## config.mk

```make
export PLATFORM = sky130hd
export DESIGN_NAME = url_endpoint_splitter
export DESIGN_NICKNAME = d
export VERILOG_FILES = /design/src/hw/rtl/ues_pkg.sv /design/src/hw/rtl/url_endpoint_splitter.sv
export SDC_FILE = /design/constraint.sdc
export NUM_CORES = 1
export LEC_CHECK = 0
export BUFFER_PORTS_ARGS = -buffer_cell sky130_fd_sc_hd__buf_2
export CAP_MARGIN = 20
export CORE_MARGIN = 5
export CORE_UTILIZATION = 48
export CTS_BUF_LIST = sky130_fd_sc_hd__clkbuf_8
export DETAILED_ROUTE_END_ITERATION = 10
export PLACE_DENSITY = 0.67
export SYNTH_ARGS = -nofsm -noshare
export SYNTH_HDL_FRONTEND = slang
export SYNTH_SLANG_ARGS = --single-unit
```

## constraint.sdc

```tcl
create_clock -name clock -period 8.93 [get_ports clock]
set_clock_uncertainty 0.05 [all_clocks]
set_input_delay 0.4465 -clock clock [delete_from_list [all_inputs] [get_ports clock]]
set_output_delay 0.4465 -clock clock [all_outputs]
set_load 0.05 [all_outputs]
```

## src/hw/rtl/ues_pkg.sv

```systemverilog
// shared constants for the url endpoint splitter
package ues_pkg;

   localparam int CHAR_W   = 8;
   localparam int FIELD_W  = 13;
   localparam int STATUS_W = 3;
   localparam int DPORT_W  = 9;

   localparam logic [STATUS_W-1:0] STATUS_OK             = 3'd0;
   localparam logic [STATUS_W-1:0] STATUS_NOT_ABSOLUTE   = 3'd1;
   localparam logic [STATUS_W-1:0] STATUS_UNKNOWN_SCHEME = 3'd2;
   localparam logic [STATUS_W-1:0] STATUS_NO_HOST        = 3'd3;
   localparam logic [STATUS_W-1:0] STATUS_TOO_LONG       = 3'd4;

   localparam logic SCHEME_HTTP  = 1'b0;
   localparam logic SCHEME_HTTPS = 1'b1;

   localparam logic [DPORT_W-1:0] PORT_HTTP  = 9'd80;
   localparam logic [DPORT_W-1:0] PORT_HTTPS = 9'd443;

   localparam int SCHEME_LEN = 5;
   localparam logic [CHAR_W-1:0] SCHEME_TEXT [SCHEME_LEN] = '{"h", "t", "t", "p", "s"};

   localparam logic [CHAR_W-1:0] CHAR_SLASH   = "/";
   localparam logic [CHAR_W-1:0] CHAR_COLON   = ":";
   localparam logic [CHAR_W-1:0] CHAR_OPEN    = "[";
   localparam logic [CHAR_W-1:0] CHAR_CLOSE   = "]";
   localparam logic [CHAR_W-1:0] CHAR_UPPER_A = "A";
   localparam logic [CHAR_W-1:0] CHAR_UPPER_Z = "Z";
   localparam logic [CHAR_W-1:0] CASE_OFFSET  = 8'd32;

endpackage

```

## src/hw/rtl/url_endpoint_splitter.sv

```systemverilog
// url endpoint splitter: streaming parse of an absolute http/https url
//
// the request channel carries one url byte per transfer, req_last marking
// the final byte. each byte updates a small set of scan registers (separator
// search, scheme prefix match, bracket, colon and slash positions) in the
// cycle it is taken. on the last byte the result is formed from the updated
// scan state and loaded into the response register, so rsp_valid rises in the
// cycle after the last byte's transfer; the scan state then clears for the
// next url.
// throughput is one byte per cycle while req_ready is high, each byte needing
// one update of the scan registers. a response waiting in the output register
// does not block input while rsp_ready is high; with rsp_ready low and a
// response pending, req_ready drops until that response is taken.
// bytes past MAX_URL_LENGTH are neither counted nor examined; the url then
// reports too long with url_length equal to MAX_URL_LENGTH.
// reset (synchronous) clears the scan state and drops rsp_valid.
module url_endpoint_splitter #(
   parameter int MAX_URL_LENGTH = 4096
) (
   input  logic                          clock,
   input  logic                          reset,
   input  logic                          req_valid,
   output logic                          req_ready,
   input  logic [ues_pkg::CHAR_W-1:0]    req_char_in,
   input  logic                          req_last,
   output logic                          rsp_valid,
   input  logic                          rsp_ready,
   output logic [ues_pkg::STATUS_W-1:0]  rsp_status,
   output logic                          rsp_scheme_kind,
   output logic [ues_pkg::FIELD_W-1:0]   rsp_host_start,
   output logic [ues_pkg::FIELD_W-1:0]   rsp_host_length,
   output logic                          rsp_port_given,
   output logic [ues_pkg::FIELD_W-1:0]   rsp_port_start,
   output logic [ues_pkg::FIELD_W-1:0]   rsp_port_length,
   output logic [ues_pkg::DPORT_W-1:0]   rsp_default_port,
   output logic                          rsp_target_given,
   output logic [ues_pkg::FIELD_W-1:0]   rsp_target_start,
   output logic [ues_pkg::FIELD_W-1:0]   rsp_url_length
);
   import ues_pkg::*;

   // position counter must also hold the overflow mark MAX_URL_LENGTH + 1
   localparam int POS_W = $clog2(MAX_URL_LENGTH + 2);
   localparam logic [POS_W-1:0] MAX_POS = POS_W'(MAX_URL_LENGTH);

   typedef struct packed {
      logic [POS_W-1:0]      byte_pos;
      logic [1:0]            sep_match;
      logic                  sep_found;
      logic [POS_W-1:0]      sep_pos;
      logic [SCHEME_LEN-1:0] prefix_ok;
      logic                  bracketed;
      logic                  close_found;
      logic [POS_W-1:0]      close_pos;
      logic                  colon_any_found;
      logic [POS_W-1:0]      colon_any_pos;
      logic                  colon_close_found;
      logic [POS_W-1:0]      colon_close_pos;
      logic                  slash_found;
      logic [POS_W-1:0]      slash_pos;
   } scan_type;

   localparam scan_type SCAN_RESET = '{
      byte_pos: '0, sep_match: '0, sep_found: 1'b0, sep_pos: '0,
      prefix_ok: '1, bracketed: 1'b0, close_found: 1'b0, close_pos: '0,
      colon_any_found: 1'b0, colon_any_pos: '0, colon_close_found: 1'b0,
      colon_close_pos: '0, slash_found: 1'b0, slash_pos: '0};

   scan_type scan_ff, scan_in;

   logic                req_xfer;
   logic [CHAR_W-1:0]   lower_char;
   logic [POS_W-1:0]    rs_cur;

   logic                rsp_valid_ff, rsp_valid_in;
   logic [STATUS_W-1:0] status_ff, status_in;
   logic                kind_ff, kind_in;
   logic [FIELD_W-1:0]  host_start_ff, host_start_in;
   logic [FIELD_W-1:0]  host_length_ff, host_length_in;
   logic                port_given_ff, port_given_in;
   logic [FIELD_W-1:0]  port_start_ff, port_start_in;
   logic [FIELD_W-1:0]  port_length_ff, port_length_in;
   logic [DPORT_W-1:0]  default_port_ff, default_port_in;
   logic                target_given_ff, target_given_in;
   logic [FIELD_W-1:0]  target_start_ff, target_start_in;
   logic [FIELD_W-1:0]  url_length_ff, url_length_in;

   // result side, formed from the scan state after the last byte
   logic                too_long;
   logic [POS_W-1:0]    len;
   logic [POS_W-1:0]    rs_new;
   logic [POS_W-1:0]    auth_end;
   logic                closed;
   logic                port;
   logic [POS_W-1:0]    mark;
   logic [POS_W-1:0]    host_start_w;
   logic [POS_W-1:0]    host_len_w;
   logic [POS_W-1:0]    port_start_w;
   logic [POS_W-1:0]    port_len_w;

   assign req_ready = !rsp_valid_ff || rsp_ready;
   assign req_xfer  = req_valid && req_ready;

   // per-byte scan update
   always_comb begin
      scan_in    = scan_ff;
      rs_cur     = scan_ff.sep_pos + POS_W'(3);
      lower_char = (req_char_in inside {[CHAR_UPPER_A:CHAR_UPPER_Z]}) ?
                   req_char_in + CASE_OFFSET : req_char_in;
      if (scan_ff.byte_pos < MAX_POS) begin
         if (scan_ff.byte_pos < POS_W'(SCHEME_LEN) &&
             lower_char != SCHEME_TEXT[scan_ff.byte_pos[2:0]]) begin
            scan_in.prefix_ok[scan_ff.byte_pos[2:0]] = 1'b0;
         end
         if (scan_ff.sep_found) begin
            if (scan_ff.byte_pos >= rs_cur && !scan_ff.slash_found) begin
               if (scan_ff.byte_pos == rs_cur && req_char_in == CHAR_OPEN) begin
                  scan_in.bracketed = 1'b1;
               end
               if (req_char_in == CHAR_SLASH) begin
                  scan_in.slash_found = 1'b1;
                  scan_in.slash_pos   = scan_ff.byte_pos;
               end else if (req_char_in == CHAR_CLOSE) begin
                  if (scan_ff.bracketed && !scan_ff.close_found) begin
                     scan_in.close_found = 1'b1;
                     scan_in.close_pos   = scan_ff.byte_pos;
                  end
               end else if (req_char_in == CHAR_COLON) begin
                  if (!scan_ff.colon_any_found) begin
                     scan_in.colon_any_found = 1'b1;
                     scan_in.colon_any_pos   = scan_ff.byte_pos;
                  end
                  if (scan_ff.close_found && !scan_ff.colon_close_found) begin
                     scan_in.colon_close_found = 1'b1;
                     scan_in.colon_close_pos   = scan_ff.byte_pos;
                  end
               end
            end
         end else begin
            // looking for "://"
            if (scan_ff.sep_match == 2'd2 && req_char_in == CHAR_SLASH) begin
               scan_in.sep_found = 1'b1;
               scan_in.sep_pos   = scan_ff.byte_pos - POS_W'(2);
               scan_in.sep_match = 2'd0;
            end else if (req_char_in == CHAR_COLON) begin
               scan_in.sep_match = 2'd1;
            end else if (scan_ff.sep_match == 2'd1 && req_char_in == CHAR_SLASH) begin
               scan_in.sep_match = 2'd2;
            end else begin
               scan_in.sep_match = 2'd0;
            end
         end
         scan_in.byte_pos = scan_ff.byte_pos + POS_W'(1);
      end else begin
         scan_in.byte_pos = MAX_POS + POS_W'(1);
      end
   end

   // result from the updated scan state
   always_comb begin
      too_long = scan_in.byte_pos > MAX_POS;
      len      = too_long ? MAX_POS : scan_in.byte_pos;
      rs_new   = scan_in.sep_pos + POS_W'(3);
      auth_end = scan_in.slash_found ? scan_in.slash_pos : len;
      if (auth_end < rs_new) begin
         auth_end = rs_new;
      end
      // an unclosed bracket is treated as part of a plain host
      closed = scan_in.bracketed && scan_in.close_found;
      port   = closed ? scan_in.colon_close_found : scan_in.colon_any_found;
      mark   = closed ? scan_in.colon_close_pos : scan_in.colon_any_pos;
      if (closed) begin
         host_start_w = rs_new + POS_W'(1);
         host_len_w   = scan_in.close_pos - rs_new - POS_W'(1);
      end else begin
         host_start_w = rs_new;
         host_len_w   = (port ? mark : auth_end) - rs_new;
      end
      port_start_w = mark + POS_W'(1);
      port_len_w   = auth_end - port_start_w;

      status_in       = STATUS_OK;
      kind_in         = SCHEME_HTTP;
      host_start_in   = '0;
      host_length_in  = '0;
      port_given_in   = 1'b0;
      port_start_in   = '0;
      port_length_in  = '0;
      default_port_in = '0;
      target_given_in = 1'b0;
      target_start_in = '0;
      url_length_in   = FIELD_W'(len);

      if (too_long) begin
         status_in = STATUS_TOO_LONG;
      end else if (!scan_in.sep_found) begin
         status_in = STATUS_NOT_ABSOLUTE;
      end else if (scan_in.sep_pos == POS_W'(4) && (&scan_in.prefix_ok[3:0])) begin
         kind_in = SCHEME_HTTP;
      end else if (scan_in.sep_pos == POS_W'(5) && (&scan_in.prefix_ok)) begin
         kind_in = SCHEME_HTTPS;
      end else begin
         status_in = STATUS_UNKNOWN_SCHEME;
      end

      if (status_in == STATUS_OK) begin
         if (host_len_w == '0) begin
            status_in = STATUS_NO_HOST;
            kind_in   = SCHEME_HTTP;
         end else begin
            host_start_in   = FIELD_W'(host_start_w);
            host_length_in  = FIELD_W'(host_len_w);
            default_port_in = kind_in ? PORT_HTTPS : PORT_HTTP;
            if (port) begin
               port_given_in  = 1'b1;
               port_start_in  = FIELD_W'(port_start_w);
               port_length_in = FIELD_W'(port_len_w);
            end
            if (scan_in.slash_found) begin
               target_given_in = 1'b1;
               target_start_in = FIELD_W'(scan_in.slash_pos);
            end
         end
      end
   end

   always_comb begin
      rsp_valid_in = rsp_valid_ff;
      if (req_xfer && req_last) begin
         rsp_valid_in = 1'b1;
      end else if (rsp_ready) begin
         rsp_valid_in = 1'b0;
      end
   end

   always_ff @(posedge clock) begin
      if (reset) begin
         scan_ff      <= SCAN_RESET;
         rsp_valid_ff <= 1'b0;
      end else begin
         rsp_valid_ff <= rsp_valid_in;
         if (req_xfer) begin
            scan_ff <= req_last ? SCAN_RESET : scan_in;
         end
      end
   end

   always_ff @(posedge clock) begin
      if (req_xfer && req_last) begin
         status_ff       <= status_in;
         kind_ff         <= kind_in;
         host_start_ff   <= host_start_in;
         host_length_ff  <= host_length_in;
         port_given_ff   <= port_given_in;
         port_start_ff   <= port_start_in;
         port_length_ff  <= port_length_in;
         default_port_ff <= default_port_in;
         target_given_ff <= target_given_in;
         target_start_ff <= target_start_in;
         url_length_ff   <= url_length_in;
      end
   end

   assign rsp_valid        = rsp_valid_ff;
   assign rsp_status       = status_ff;
   assign rsp_scheme_kind  = kind_ff;
   assign rsp_host_start   = host_start_ff;
   assign rsp_host_length  = host_length_ff;
   assign rsp_port_given   = port_given_ff;
   assign rsp_port_start   = port_start_ff;
   assign rsp_port_length  = port_length_ff;
   assign rsp_default_port = default_port_ff;
   assign rsp_target_given = target_given_ff;
   assign rsp_target_start = target_start_ff;
   assign rsp_url_length   = url_length_ff;

endmodule
```

==> flow_metrics.tcl, run 1 <==
set metrics [dict create \
    status "finished clean" \
    overflow 0 \
    globalplace.congestion 0.984 \
    regArea_sq_um 4460 \
    num_rows 56 \
    tritoncts "done" \
    netlist_area_sq_um 11500 \
    p_comb_share_pct 14.3 \
    post-route-util_pct 57.1 \
    initial_utilization_pct 48.9 \
    endpoint_kind "flop" \
    worstMarginPinSlew_ps 958 \
    worstSetupPathType "reg -> reg" \
    crit_arrival_ps 8930 \
    die_h_um 165 \
    p_per_area_nw_per_um2 127 \
    syn_area_per_cell_sq_um 8.90 \
    grt_max_degree 78 \
    ant_nets 0 \
    crit_required_ps 9140 \
    grt_pass1_wl_um 52600 \
    p_seq_share_pct 51.8 \
    internal_power_w 0.00116 \
    cts_buffers 17 \
    layout.nets 1521 \
    wire_per_inst_um 19.5 \
    hold_viol_final 0 \
    min_period_ps 8720 \
    core_sq_um 23500 \
    drt-pass1-iter-count 6 \
    max_stage_delay_ps 560 \
    antenna_found_initial 0 \
    fin_ws_ps 208 \
    synth_cells 1294 \
    cts_sinks 179 \
    p_switching_w 0.000538 \
    cp_max_fo 8 \
    die-area_sq_um 27200 \
    async_flop_share_pct 0 \
    vias_per_cell 5.91 \
    synthFlopType "dfxtp_1" \
    p_leak_nw 5.43 \
    dpl.hpwl_um 25100 \
    multi_input_area_sq_um 6740 \
    slew_violations 0 \
    setup_violations 0 \
    critPathLaunchType "flop" \
    slew_headroom_pct 36.2 \
    path_clk_slew_ps 110 \
    fillers 2158 \
    pwr-share-clk_pct 34.0 \
    die_w_um 165 \
    r2r_slack_ps 210 \
    via_count 10421 \
    min_period_over_period_pct 97.7 \
    ir_drop_uv 79.2 \
    clk_latency_ps 490 \
    hold_class "in -> reg" \
    yosysWarningCount 0 \
    n_antenna_cell 0 \
    fin_tns_setup_ps 0 \
    cts_max_level 4 \
    max-cap-violations 0 \
    cts_root_buf "clkbuf_8" \
    port_buffers 106 \
    cts_buffer_depth 2 \
    p_sw_share_pct 31.6 \
    ioPinCount 108 \
    synth_edf_count 87 \
    drc 0 \
    ys_ff_latch 179 \
    first_global_vias 9586 \
    max_freq_ghz 0.115 \
    drtIter0Drc 1029 \
    synth_sequential_area_ratio_pct 38.7 \
    drive_above_1_share_pct 21.9 \
    track_usage_pct 25.0 \
    ys_types 84 \
    hold_buffers 0 \
    place_ws_ps -193 \
    totalWireLength_um 34500 \
    syn_to_final_growth_pct 16.7 \
    slowest_stage "or4_4" \
]
[cells in the final DEF, fill, tap and decap left out, types with 28 or more instances in the layout]
master      n
a21oi_1    61
a22oi_1    68
buf_2     106
buf_4      74
dfxtp_1    88
edfxtp_1   87
ha_1       71
inv_1      53
mux2_2     28
nand2_1   108
nand3_1    28
nor2_1    187
nor3_1     35
o21ai_0    46
xnor2_1    36
xor2_1     30
[Yosys cell counts, drive strengths merged (17+ instances only)]
library cell,instances,area [sq um]
edfxtp,87,2610
buf,20,145
nand3,28,140
a21oi,65,325
a22oi,68,510
inv,55,206
dfxtp,92,1840
nand2,112,420
nor2,191,717
nor3,39,205
mux2,29,327
clkbuf,57,215
o21ai,52,283
a21o,17,128
xnor2,38,340
ha,74,926
xor2,30,263
[registers in the layout, summed over array words and instances, names as in the netlist]
| signal | count |
|---|---|
| rsp_target_given | 1 |
| scan_ff | 91 |
| rsp_host_start | 13 |
| rsp_default_port | 3 |
| rsp_status | 3 |
| rsp_scheme_kind | 1 |
| rsp_port_length | 13 |
| rsp_target_start | 13 |
| rsp_host_length | 13 |
| rsp_port_start | 13 |
| rsp_valid | 1 |
| rsp_port_given | 1 |
| rsp_url_length | 13 |
[cell families (layout without fill, tap and decap cells)]
kind of cell / after synthesis / in the layout / share of synthesized area, %
other: 1 / 9 / 0.0326
XOR/XNOR: 69 / 69 / 5.43
multiplexers: 42 / 42 / 3.96
AO/OA/AOI/OAI: 312 / 312 / 18.5
flip-flops: 179 / 179 / 38.7
buffers and inverters: 132 / 274 / 4.92
AND/OR/NAND/NOR: 482 / 482 / 19.9
adder cells (fa/ha/maj): 77 / 77 / 8.56
[critical path: cells and delay by family (launching register included)]
family | cells | cell delay (ps)
simple gates | 16 | 3310
compound gates | 9 | 1970
mux | 4 | 1070
fa+ha+maj | 4 | 1050
buf+inv | 3 | 460
flops | 1 | 380
xor+xnor | 1 | 150
[metrics by stage]
step                std cells  cell area [sq um]  hold slack [ps]  total power (W)
finish                   1763              13400              248          0.00170
global placement         1708              12600              377          0.00113
floorplan                1302              11600              362          0.00108
CTS                      1741              13100              214          0.00170
detailed placement       1708              12600              381          0.00113
global route             1763              13400              256          0.00177
[final timing paths]
kind	endpoint	depth (start not counted)	from
worst max-delay path	rsp_target_start[9]	37	scan_ff[66]
worst min-delay path	rsp_valid	3	rsp_ready
worst min register to register	scan_ff[59]	2	scan_ff[59]
worst max register to register	rsp_target_start[9]	37	scan_ff[66]
[metal layers]
layer	wire length, um	track usage, %
met1	14800	34.8
met2	15200	38.9
met3	3040	3.82
met4	1410	10.0
met5	0	0
[power by group through the flow]
stage	clock network, W	registers (W)	logic (W)
4_1_cts	0.000587	0.000881	0.000232
5_1_grt	0.000626	0.000883	0.000258
3_3_place_gp	0	0.000900	0.000227
2_1_floorplan	0	0.000966	0.000110
6_report	0.000578	0.000880	0.000242
3_5_place_dp	0	0.000900	0.000228
[area by class of cell]
cell class / instances / share of cell area, %
well taps: 319 / 2.97
clock buffers: 17 / 1.74
clock inverters: 15 / 1.35
inverters: 55 / 1.54
flip-flops and latches: 179 / 33.2
repair buffers: 187 / 9.09
multi-input cells: 991 / 50.1
[timing repair]
action	CTS	global route
buffers inserted	1	19
endpoints found under the hold margin	0	0
gates resized for setup	10	45
setup endpoints to repair	61	62
cloned	0	3
pin swaps	1	19
(Power assumes the default switching activity.)
==> inputs of run 2 (changes only) <==
- PLACE_DENSITY: 0.67 -> 0.65
- RECOVER_POWER: not set -> 100
- clock period: 8.93 -> 8.5 ns (I/O delays scaled with it)
==> flow_metrics.tcl, run 2 (synthesis gave the netlist of run 1 again) <==
set metrics [dict create \
    cp_max_fo 12 \
    p_comb_share_pct 14.5 \
    slew_violations 146 \
    syn_to_final_growth_pct 22.0 \
    slowest_stage "or4_4" \
    r2r-start "scan_ff[64]" \
    crit_required_ps 8700 \
    hold_end "rsp_valid" \
    grt_max_degree 78 \
    status "complete, but fails checks" \
    globalplace.congestion 0.966 \
    place_ws_ps -332 \
    overflow 0 \
    cts_root_buf "clkbuf_8" \
    max-cap-violations 3 \
    violations "max-capacitance violations, max-slew violations, negative setup slack" \
    hold_viol_final 0 \
    cp-startpoint "scan_ff[64]" \
    ioPinCount 108 \
    initial_utilization_pct 48.9 \
    reg2reg_depth 39 \
    drt-pass1-iter-count 6 \
    core_sq_um 23500 \
    n_antenna_cell 0 \
    track_usage_pct 25.8 \
    largest_reg_flops 91 \
    final_common_cell "nor2_1" \
    max_freq_ghz 0.116 \
    first_global_vias 9788 \
    p_switching_w 0.000589 \
    dpl.hpwl_um 25900 \
    cts_max_level 4 \
    vias_per_cell 5.93 \
    cts_sinks 179 \
    fillers 2114 \
    grt_pass1_wl_um 54300 \
    die-area_sq_um 27200 \
    max_stage_delay_ps 570 \
    final_cell_mix "nor2_1 (165), nand2_1 (99), clkbuf_1 (99)" \
    cts_buffers 17 \
    path_clk_slew_ps 120 \
    hold_class "in -> reg" \
    tritoncts "done" \
    totalWireLength_um 36400 \
    pwr-share-clk_pct 34.5 \
    p_sw_share_pct 32.3 \
    worstMarginPinSlew_ps 3700 \
    ant_nets 0 \
    via_count 10642 \
    p_seq_share_pct 51.0 \
    hold_start "rsp_ready" \
    reg2reg_to "rsp_port_length[6]" \
    fin_ws_ps -131 \
    rsz0062_at_grt "yes" \
    endpoint_kind "flop" \
    crit_arrival_ps 8830 \
    slew_headroom_pct -146 \
    ir_drop_uv 84.0 \
    post-route-util_pct 59.7 \
    drtIter0Drc 1187 \
    num_rows 56 \
    antenna_found_initial 1 \
    r2r_slack_ps -130 \
    layout.nets 1554 \
    min_path_cells 3 \
    min_period_ps 8630 \
    p_per_area_nw_per_um2 130 \
    cpMostUsedCell "o21a_1" \
    top_register "scan_ff" \
    cts_buffer_depth 2 \
    drc 0 \
    critPathLaunchType "flop" \
    die_h_um 165 \
    die_w_um 165 \
    worstSetupPathType "reg -> reg" \
    port_buffers 106 \
    min_period_over_period_pct 102 \
    holdWs_ps 237 \
    p_leak_nw 5.45 \
    internal_power_w 0.00123 \
    clk_latency_ps 490 \
    drive_above_1_share_pct 20.6 \
    wire_per_inst_um 20.3 \
    setup_violations 59 \
]
run 2: how the worst max path moves through the flow:
stage	endpoint	cells past startpoint
after floorplan	rsp_port_length[11]	40
after global placement	rsp_status[0]	37
after detailed placement	rsp_status[0]	37
after CTS	rsp_target_start[12]	39
after global routing	rsp_port_length[6]	38
final	rsp_port_length[6]	39
run 2: layout make-up:
| class | instances | area (sq um) | share of cell area, % |
|---|---|---|---|
| multi-input combinational | 991 | 7150 | 50.9 |
| clock inverter | 15 | 194 | 1.38 |
| tap | 319 | 399 | 2.84 |
| sequential | 179 | 4460 | 31.7 |
| clock buffer | 17 | 234 | 1.67 |
| timing repair buffer | 220 | 1410 | 10.0 |
| inverter | 55 | 208 | 1.48 |
run 2: through the flow:
step / area (sq um) / setup TNS (ps) / total power, W / cells
3_5_place_dp: 12800 / -15220 / 0.00119 / 1734
5_1_grt: 14100 / -19020 / 0.00188 / 1796
2_1_floorplan: 11600 / 0 / 0.00113 / 1302
3_3_place_gp: 12800 / -2460 / 0.00119 / 1734
6_report: 14100 / -4830 / 0.00182 / 1796
4_1_cts: 13400 / 0 / 0.00181 / 1773
run 2: power by group through the flow:
| stage | Sequential [W] | Combinational (W) | Clock (W) |
|---|---|---|---|
| floorplan | 0.00101 | 0.000116 | 0 |
| global placement | 0.000946 | 0.000242 | 0 |
| detailed placement | 0.000946 | 0.000244 | 0 |
| CTS | 0.000926 | 0.000249 | 0.000633 |
| global route | 0.000931 | 0.000281 | 0.000671 |
| finish | 0.000928 | 0.000265 | 0.000628 |
run 2: repair_timing:
item | 4_1_cts | 5_1_grt
gates resized for setup | 24 | 136
hold buffers | 0 | 0
pin swaps | 6 | 51
endpoints found under the setup margin | 62 | 62
setup buffers | 6 | 20
cloned | 1 | 5
run 2: worst max-delay path: cells and delay by family, from the launching register on:
| kind | cells | cell delay (ps) |
|---|---|---|
| buffers and inverters | 7 | 1090 |
| adders and majority gates | 3 | 890 |
| and+or+nand+nor | 13 | 2940 |
| xor gates and xnor gates | 1 | 180 |
| AOI/OAI and AO/OA | 14 | 2620 |
| DFF | 1 | 340 |
| muxes | 1 | 290 |
run 2: metal layers:
metal	part of all wire (%)	vias up	track usage, %
li1	-	5014	-
met1	43	5051	35.6
met2	46	481	40.4
met3	7.5	94	3.44
met4	3.8	2	11.9
met5	0.033	-	0
